**config.mk**
```make
export PLATFORM = sky130hd
export DESIGN_NAME = ghrt_ram
export DESIGN_NICKNAME = d
export VERILOG_FILES = /design/src/design/ghrt_ram.sv
export SDC_FILE = /design/constraint.sdc
export NUM_CORES = 1
export LEC_CHECK = 0
export BUFFER_PORTS_ARGS = -buffer_cell sky130_fd_sc_hd__buf_2
export CAP_MARGIN = 0
export CORE_MARGIN = 1
export CORE_UTILIZATION = 46
export CTS_BUF_LIST = sky130_fd_sc_hd__clkbuf_2 sky130_fd_sc_hd__clkbuf_4 sky130_fd_sc_hd__clkbuf_8
export DETAILED_ROUTE_END_ITERATION = 10
export PLACE_DENSITY_LB_ADDON = 0.05
export SYNTH_ARGS = -nofsm -noshare
export SYNTH_HDL_FRONTEND = slang
export SYNTH_SLANG_ARGS = --single-unit
```
**constraint.sdc**
```tcl
create_clock -name i_clk -period 3 [get_ports i_clk]
set_clock_uncertainty 0.1 [all_clocks]
set_input_delay 0.3 -clock i_clk [delete_from_list [all_inputs] [get_ports i_clk]]
set_output_delay 0.3 -clock i_clk [all_outputs]
set_load 0.1 [all_outputs]
```
**src/design/ghrt_ram.sv**
```systemverilog
// Generic simple dual-port RAM: one write port, one registered read port.
// Used for the slot table and the free stack. No dependencies.
`timescale 1ns / 1ps

module ghrt_ram #(
    parameter int WIDTH = 8,
    parameter int DEPTH = 16
) (
    input  logic                     i_clk,
    input  logic                     i_we,
    input  logic [$clog2(DEPTH)-1:0] i_waddr,
    input  logic [WIDTH-1:0]         i_wdata,
    input  logic                     i_re,
    input  logic [$clog2(DEPTH)-1:0] i_raddr,
    output logic [WIDTH-1:0]         o_rdata
);

    logic [WIDTH-1:0] r_mem [DEPTH];
    logic [WIDTH-1:0] r_rdata;

    always_ff @(posedge i_clk) begin
        if (i_we) begin
            r_mem[i_waddr] <= i_wdata;
        end
        if (i_re) begin
            r_rdata <= r_mem[i_raddr];
        end
    end

    assign o_rdata = r_rdata;

endmodule

```
== Word-level counts from Yosys, hierarchy flattened ==
Memory sizes are Yosys's and may differ from the RTL's. A register that Yosys moved wholly into a read port is not among the register bits.
Cells that the tools add are included.

* Flip-flop bits (word level): 0
* Memory bits (writable): 128
* Input bits: 19
* Output and inout port bits: 8
* Memories: 1

* Muxes and demuxes: 2

{| class="wikitable"
|+ Memories
! memory !! words !! bits a word !! rd ports !! clocked after memory_dff !! wr ports !! RTL line !! text
|-
| r_mem || 16 || 8 || 1 || 1 || 1 || 18 || <nowiki>logic [WIDTH-1:0] r_mem [DEPTH];</nowiki>
|}

{| class="wikitable"
|+ Operators with widths
! cell !! count
|-
| two-way mux 1 bit || 2
|}

== Longest topological paths before layout ==
Gate-level depths: netlist of run 1.

* Depth in word-level cells: 2
* Mapped depth: 5
* Gate-level depth less buffers: 3

== Least setup slack after synthesis of run 1 ==
No wires, ideal clock.

* Path kind: input to register
* From: input port i_waddr[2]
* To: memory r_mem[0][0], enable pin
* Setup time: 383 ps
* Data arrival time: 1,410 ps
* Data required time: 2,517 ps
* Slack: 1,107 ps
* Stages on the path: 2
* Path through: or3b_2 -> nor3_1

{| class="wikitable"
|+ RTL lines
! item !! RTL line !! text
|-
| start, declared || 11 || <nowiki>input logic [$clog2(DEPTH)-1:0] i_waddr,</nowiki>
|-
| end, declared || 18 ||
|}

No word-level cell before the write port.

==> results.md, run 1 <==
- Synthesized area: between 5000 and 6000 sq um
- Sequential-to-total area share from yosys stat: roughly four fifths
- Initial Util: a little under half
- Hold Crit Class: input pin to register
- Clk pin slew, worst setup/hold paths: roughly 0.080 ns
- Crit path kind: input pin to register
- Fmax achieved: ~550 MHz
- Final GP Congestion: around 0.77
- Nets@finish: 304
- Vias in the first global route: 2638
- LEAKAGE: roughly 0.002 uW
- Crit. Startpoint: i_raddr[0]
- Post-DP HPWL: approximately 6700 um
- Initial antenna violation count: 0
- Endpoints failing hold: 0
- Post_cts resized: 0
- Max-Slew Margin vs Limit: a little under half
- Mux contribution to synthesized area: approximately 15%
- Drt pass-1 iters: 4
- Clk buf depth: 2
- Ports: 27
- Number of synthesized register bits: between 100 and 150
- Syn Area/Cell: 22.8 sq um
- CTS sink count: roughly 140
- # diodes: 0
- Max_cap viols: 0
- Synth area leader: edfxtp_1
- Via/cell ratio: around 5.5
- Root buf cell: clkbuf_8
- Initial DRC count: about 110
- Peak VDD IR: between 0.3 and 0.4 mV
- Crit path time final: roughly 1.8 ns
- Synth area leaders: edfxtp_1 78%, mux4_2 7.8%, mux4_1 7.0%
- Post-Syn Instances: 229
- Synth Area in XOR/XNOR: 0%
- Fraction of layout cells with a size suffix above 1: between 30% and 40%
- Synth Area in Simple Gates: under 10%
- GR Util met2: a little under a third
- Status: complete, no violations
- Slowest stage delay, CP: approximately 0.60 ns
- Synth top area share: around four fifths
- # hold bufs at CTS: 0
- RSZ-0062 raised after global routing: no
- Worst Hold Launch: i_re
- Area Growth Syn to Fin: 15.2%
- Crit path max-delay cell type: mux4_1
- Critical path peak fanout: 14
- GRT Residual Overflow: 0
- Die width: approximately 110 um
- WP data required: around 3 ns
- Met3 Track Usage GR: between 5 and 6%
- GRT Overall Usage: between 10% and 20%
- R2R Path Start: r_mem[1][2]
- Core ar.: about 11000 sq um
- Overall power: between 3000 and 4000 uW
- Post-route DRC: 0
- Grt met1 use: 28.5%
- Hold WS: about 0.14 ns
- Worst skew pair latency: around 0.43 ns
- Die Span Y: approximately 110 um
- Vias: 2428
- Compound-Gate Fraction of Synth Area: 2.30%
- Netlist cell types: 18
- Final Routed Wirelength: between 10000 and 15000 um
- IO Port Bufs: 26
- Global-route wire length before repair: around 16000 um
- Drt wl/cell: around 24 um
- Setup TNS: 0 ns
- Adder-Cell Fraction of Synth Area: 0%
- Largest net degree at the start of global routing: 20
- CTS tree: done
- Die area: about 12000 sq um
- Worst Tran Pin Value: about 0.79 ns
- Critical path, cell by cell: buf_2, buf_4, mux4_1, a22oi_1, nand2_1
- Final slew viol count: 0
- CTS HTree Levels: 4
- Synth warnings: 0
- Worst Setup End Kind: register
- Gr busiest metal: met2
- Crit path DAT: around 1.9 ns
- Final setup fails: 0
- TritonCTS Buffers: 17
- Main combinational cell family by area after synthesis: multiplexers
- Critical Path Source Type: input pin
- Post-CTS setup buffers: 0
- Final worst-path cycle share: slightly above 60%
- Pwr Density: between 600 and 700 nW/um^2
- Syn nets: 248
- Post-route ant nets: 0
- Row count: 38
[cell usage after synthesis]
cell type,number
or3b_2,1
nand2_1,9
buf_6,3
nor2_1,13
nor2b_1,1
and2b_1,1
edfxtp_1,136
nor3_1,4
nand3_1,1
nand3b_1,2
mux4_1,14
mux4_2,18
buf_2,3
a22oi_1,16
buf_4,1
nand2b_1,2
clkdlybuf4s25_2,3
and2_1,1
[cells in the final DEF, fill, tap and decap left out, types with 3 or more instances in the layout]
master / synthesis / layout
bufinv_16: 0 / 3
nand2_1: 9 / 9
a22oi_1: 16 / 16
buf_2: 3 / 26
edfxtp_1: 136 / 136
mux4_1: 14 / 14
clkbuf_8: 0 / 17
nor2_1: 13 / 13
buf_4: 1 / 20
nor3_1: 4 / 4
mux4_2: 18 / 18
clkinvlp_4: 0 / 4
[sequential cells by signal (all words and copies together), names as in the netlist]
signal,count
r_mem,128
o_rdata,8
[cell type report]
| type | instances | area [sq um] |
|---|---|---|
| Multi-Input combinational cell | 83 | 1060 |
| Sequential cell | 136 | 4080 |
| Clock inverter | 13 | 155 |
| Clock buffer | 19 | 249 |
| Tap cell | 140 | 175 |
| Fill cell | 862 | 4910 |
| Timing Repair Buffer | 47 | 300 |
[power breakdown]
| part | switching [uW] | total (uW) | leakage (uW) | internal, uW |
|---|---|---|---|---|
| clock network | 683 | 1520 | 0.000194 | 833 |
| logic | 177 | 259 | 0.000589 | 82.1 |
| registers | 10.4 | 2150 | 0.00124 | 2140 |
| total | 871 | 3920 | 0.00202 | 3050 |
[cell families after synthesis]
family / count (synthesis)
flip-flops: 136
AO/OA/AOI/OAI: 16
multiplexers: 32
AND/OR/NAND/NOR: 35
buffers and inverters: 10
[metal layers]
layer / wire length, um / up-vias
li1: - / 1092
met1: 4860 / 1265
met2: 4880 / 62
met3: 477 / 9
met4: 95 / 0
met5: 0 / -
[through the flow]
step	worst slack, ns	instances	area (sq um)	util, %
6_report	1.17	438	6020	55.1
4_1_cts	1.12	438	6020	55.1
3_5_place_dp	0.659	406	5620	51.4
3_3_place_gp	0.693	406	5620	51.4
5_1_grt	1.03	438	6020	55.1
2_1_floorplan	1.11	229	5230	-
[final timing paths]
| kind | endpoint | slack (ns) | cells past startpoint |
|---|---|---|---|
| setup reg to reg | o_rdata[2] | 1.35 | 3 |
| setup / recovery | o_rdata[3] | 1.17 | 5 |
| hold reg to reg | o_rdata[3] | 0.64 | 3 |
| hold / removal | o_rdata[7] | 0.14 | 1 |
[worst max-delay path: cells and delay by family]
family          cells  cell delay, ns
compound gates      1            0.19
mux                 1            0.60
buf+inv             2            0.75
simple gates        1            0.06
Power figures use the tool's default switching activity.
==> run 2: changes to the inputs <==
ABC_AREA = 1   (was not set)
clock period = 1.7 ns   (was 3 ns; I/O delays follow)
==> results.md, run 2 <==
- Global-route wire length before repair: approximately 21000 um
- Hold WS: approximately 0.056 ns
- Worst Hold Launch: i_wdata[5]
- Reg2Reg Setup Slack: about 0.38 ns
- WP buf/inv: 1
- Critical path peak fanout: 1
- Synth area leaders: edfxtp_1 70%, nand2_1 11%, nand3_1 8.3%
- Max_cap viols: 0
- Vias: about 3.8k
- Synth top area share: between 60 and 70%
- Post-Syn Instances: about 550
- Peak VDD IR: between 0.6 and 0.7 mV
- Row count: 40
- Critical path's top delay family: buffers and inverters
- Crit path max-delay cell type: buf_2
- Synth cell count leaders: 173 x nand2_1, 136 x edfxtp_1, 100 x inv_1
- Final GP Congestion: roughly 0.84
- Final cell count without fillers: ~800
- Initial Util: between 40% and 50%
- WP data required: between 1 and 1.5 ns
- Clock Power Share: a little over a third
- Endpoints failing hold: 0
- Final slew viol count: 0
- Synth warnings: 0
- LEAKAGE: about 0.0029 uW
- Syn Area/Cell: roughly 11 sq um
- Switching power: between 1500 and 2000 uW
- Nets@finish: about 620
- Biggest register: r_mem
- Dpl cells: between 700 and 800
- Max-Slew Margin vs Limit: a little under three fifths
- Worst Setup End Kind: output port
- Setup TNS: 0 ns
- Final Routed Wirelength: around 13000 um
- Die Span Y: between 100 and 150 um
- Slowest stage delay, CP: around 0.45 ns
- Synth async-reset ratio: 0%
- Commonest non-fill, non-tap cells in the layout: 173 x nand2_1, 136 x edfxtp_1, 100 x inv_1, 97 x nand3_1, 26 x buf_2
- Critical Path Source Type: register
- Crit path time final: roughly 1.5 ns
- Number of synthesized flops with an enable pin: 136
- Post-route DRC: 0
- CTS HTree Levels: 4
- Root buf cell: clkbuf_8
- Crit path kind: register to output port
- Most frequent cell after synthesis: nand2_1
- Critical path, cell by cell: buf_2
- Synthesized area: 5850 sq um
- CTS tree: done
- Most common cell after layout, fill and taps aside: nand2_1
- IO Port Bufs: 26
- Via/cell ratio: ~4.9
- Ys flop type: edfxtp_1
- Post-route ant nets: 0
- Worst skew pair latency: about 0.44 ns
- Sw Ratio: between 20% and 30%
- Internal power: slightly above 5000 uW
- Status: complete, no violations
- GRT Residual Overflow: 0
- # diodes: 0
- Final setup fails: 0
- Initial antenna violation count: 0
- Pwr Density: between 1000 and 1500 nW/um^2
- Post_cts resized: 0
- Initial DRC count: 301
- Clk pin slew, worst setup/hold paths: approximately 0.070 ns
- R2R Path Start: r_mem[1][2]
- FF-to-FF path depth: 6
- Area Growth Syn to Fin: 12.8%
- CTS sink count: between 100 and 150
- Max reg flops: approximately 130
- Fmax achieved: 646 MHz
- Largest net degree at the start of global routing: 51
- Vias in the first global route: 3652
- Netlist cell types: 11
- Reg2reg end: o_rdata[2]
- Crit path DAT: 1.28 ns
- Worst Hold End: r_mem[14][5]
- Die area: 13200 sq um
- Drt wl/cell: between 15 and 20 um
- Worst Tran Pin Value: between 0.6 and 0.7 ns
- Hold Crit Class: input pin to register
- Ports: 27
- Clk buf depth: 2
- Fraction of layout cells with a size suffix above 1: a little over an eighth
- Combinational power share: roughly 8.7%
- Hold-critical path depth: 1
- Syn nets: 570
- Sequential-to-total area share from yosys stat: between 60% and 70%
- Die width: approximately 110 um
- GRT Overall Usage: a little under a quarter
- RSZ-0062 raised after global routing: no
- Core ar.: 12200 sq um
- Final worst-path cycle share: around nine tenths
- Post-DP HPWL: 8390 um
- Seq pwr share: 56.5%
- TritonCTS Buffers: 17
- Synth area leader: edfxtp_1
- Drt pass-1 iters: 6
- Number of synthesized register bits: approximately 140
-- run 2: cell types whose count changed after synthesis, moves of 3 or more --
cell	previous run	this run
nand2_1	9	173
inv_1	0	100
nand3_1	1	97
mux4_2	18	0
a22oi_1	16	0
mux4_1	14	0
buf_2	3	13
nor2_1	13	17
nor3_1	4	0
buf_4	1	4
buf_6	3	6
clkdlybuf4s25_2	3	0
-- run 2: worst max-delay path by stage --
stage                     cells after the start       start           end
after floorplan                               2  i_waddr[2]  r_mem[10][0]
after global placement                        8  i_raddr[0]    o_rdata[2]
after detailed placement                      8  i_raddr[0]    o_rdata[5]
after CTS                                     1  o_rdata[1]    o_rdata[1]
after global routing                          1  o_rdata[1]    o_rdata[1]
final                                         1  o_rdata[1]    o_rdata[1]
-- run 2: power groups by stage --
stage          registers [uW]  logic [uW]  clock network (uW)
3_3_place_gp             3870         586                   0
2_1_floorplan            3980         265                   0
5_1_grt                  3800         643                2520
3_5_place_dp             3870         589                   0
6_report                 3800         584                2330
4_1_cts                  3800         592                2390
-- run 2: layout make-up --
cell class | instances | area, sq um
multi-input combinational | 289 | 1210
timing repair buffer | 53 | 360
tap | 168 | 210
sequential | 136 | 4080
clock buffer | 20 | 256
inverter | 102 | 383
clock inverter | 12 | 85.1
fill | 1135 | 5620
-- run 2: routing by layer --
metal  share of wire [%]  global-route usage [%]
met4                 1.6                    9.61
met1                  46                    31.2
met2                  47                    35.7
met3                 5.7                    4.80
met5                   0                       0
-- run 2: cell families after synthesis --
kind of cell,count (synthesis),synth area share (%)
buffers and inverters,126,9.39
DFF,136,69.8
and+or+nand+nor,289,20.8
-- run 2: repair_timing --
action,4_1_cts,5_1_grt
hold endpoints to repair,8,0
setup buffers,0,0
hold buffers,1,0
-- run 2: worst reg2reg max path, delay by kind of cell (launching register included) --
family / cells / cell delay, ns
buffers and inverters: 1 / 0.06
DFF: 1 / 0.37
and+or+nand+nor: 5 / 0.55
-- run 2: stage by stage --
stage | utilization, % | worst slack (ns) | area, sq um | total power (uW)
after CTS | 54.0 | 0.0968 | 6590 | 6780
after global placement | 51.1 | 0.131 | 6240 | 4460
after detailed placement | 51.1 | 0.118 | 6240 | 4460
after global routing | 54.0 | 0.113 | 6590 | 6960
after floorplan | - | 0.479 | 5850 | 4250
final | 54.0 | 0.153 | 6590 | 6710
==> run 3: changes to the inputs <==
clock period = 1.8 ns   (was 1.7 ns; I/O delays follow)
==> results.md, run 3 (synthesis results as in run 2) <==
- Status: complete, no violations
- Clk pin slew, worst setup/hold paths: ~0.07 ns
- Critical path, cell by cell: buf_2
- WP data required: around 1.5 ns
- Hold-critical path depth: 1
- Post_cts resized: 0
- Post-CTS setup buffers: 0
- Max-Slew Margin vs Limit: a little under three fifths
- Final setup fails: 0
- RSZ-0062 raised after global routing: no
- Reg2Reg Setup Slack: approximately 0.51 ns
- Critical Path Source Type: register
- Peak VDD IR: a little under 0.6 mV
- Initial antenna violation count: 0
- Met3 Track Usage GR: around 4.7%
- FF-to-FF path depth: 6
- # diodes: 0
- Area Growth Syn to Fin: 11.9%
- Endpoints failing hold: 0
- Crit path max-delay cell type: buf_2
- Clk buf depth: 2
- Vias: around 3.8k
- Drt wl/cell: 17.2 um
- LEAKAGE: approximately 0.0028 uW
- Critical path peak fanout: 1
- Biggest register: r_mem
- Post-route ant nets: 0
- Largest net degree at the start of global routing: between 50 and 60
- Hold Crit Class: input pin to register
- Worst Setup End Kind: output port
- Root buf cell: clkbuf_8
- GRT Residual Overflow: 0
- Critical path's top delay family: buffers and inverters
- CTS HTree Levels: 4
- Die Span Y: 115 um
- WP buf/inv: 1
- Setup TNS: 0 ns
- Crit path kind: register to output port
- Worst Hold Launch: i_wdata[5]
- Post-DP HPWL: 8150 um
- Max_cap viols: 0
- Most common cell after layout, fill and taps aside: nand2_1
- Nets@finish: approximately 600
- Worst Tran Pin Value: between 0.6 and 0.7 ns
- Commonest non-fill, non-tap cells in the layout: 173 x nand2_1, 136 x edfxtp_1, 100 x inv_1, 97 x nand3_1, 26 x buf_2
- Final GP Congestion: roughly 0.78
- Ports: 27
- Final Routed Wirelength: 13300 um
- Worst skew pair latency: between 0.4 and 0.5 ns
- Initial Util: a little under half
- Gr busiest metal: met2
- Crit path DAT: around 1.2 ns
- Worst Hold End: r_mem[9][5]
- Core ar.: about 12000 sq um
- Grt met1 use: between 30% and 40%
- CTS sink count: 136
- Die area: roughly 13000 sq um
- R2R Path Start: r_mem[11][5]
- Initial DRC count: ~320
- GR Util met2: between 30% and 40%
- TritonCTS Buffers: 17
- Filler instances: 1138
- Drt pass-1 iters: 4
- Slowest stage delay, CP: 0.43 ns
- Row count: 40
- Die width: between 100 and 150 um
- Via/cell ratio: 4.92
- Max reg flops: approximately 130
- GRT Overall Usage: between 20% and 30%
- Final slew viol count: 0
- Final worst-path cycle share: between 80% and 90%
- Post-route DRC: 0
- CTS tree: done
- Crit path time final: around 1.5 ns
- Global-route wire length before repair: about 20000 um
- Vias in the first global route: roughly 3.6k
- Reg2reg end: o_rdata[5]
- Pwr Density: 937 nW/um^2
- IO Port Bufs: 26
- Overall power: 6130 uW
- Fraction of layout cells with a size suffix above 1: about 12%
- Fmax achieved: roughly 660 MHz
-- run 3: worst max path at each step --
stage / slack, ns / cells past startpoint / startpoint / endpoint
6_report: 0.29 / 1 / o_rdata[0] / o_rdata[0]
5_1_grt: 0.24 / 1 / o_rdata[0] / o_rdata[0]
4_1_cts: 0.25 / 1 / o_rdata[0] / o_rdata[0]
3_5_place_dp: 0.19 / 8 / i_raddr[0] / o_rdata[7]
3_3_place_gp: 0.20 / 8 / i_raddr[0] / o_rdata[7]
2_1_floorplan: 0.57 / 2 / i_waddr[2] / r_mem[10][0]
-- run 3: metal layers --
metal | vias to the layer above | wire length [um]
li1 | 1865 | -
met1 | 1828 | 6380
met2 | 104 | 6090
met3 | 19 | 640
met4 | 0 | 202
met5 | - | 0
-- run 3: cell type report --
type / count / area (sq um) / share of cell area [%]
flip-flops and latches: 136 / 4080 / 62.4
repair buffers: 50 / 350 / 5.36
multi-input cells: 289 / 1210 / 18.6
clock buffers: 21 / 264 / 4.04
inverters: 102 / 383 / 5.85
clock inverters: 9 / 36.3 / 0.555
well taps: 168 / 210 / 3.21
-- run 3: power breakdown --
part           switching [uW]  internal [uW]
Sequential               17.7           3570
Combinational             418            133
Clock                    1040            955
-- run 3: timing repair --
action	4_1_cts	5_1_grt
hold buffers	1	0
hold endpoints to repair	8	0
setup endpoints to repair	0	0
-- run 3: per-stage QoR --
stage | cell area, sq um | instances | setup slack, ns | hold WS (ns) | utilization, %
after floorplan | 5850 | 551 | 0.569 | 0.179 | -
after global placement | 6230 | 744 | 0.204 | 0.457 | 51.0
after detailed placement | 6230 | 744 | 0.186 | 0.459 | 51.0
after CTS | 6540 | 775 | 0.252 | 0.0600 | 53.6
after global routing | 6540 | 775 | 0.238 | 0.0660 | 53.6
final | 6540 | 775 | 0.292 | 0.0649 | 53.6
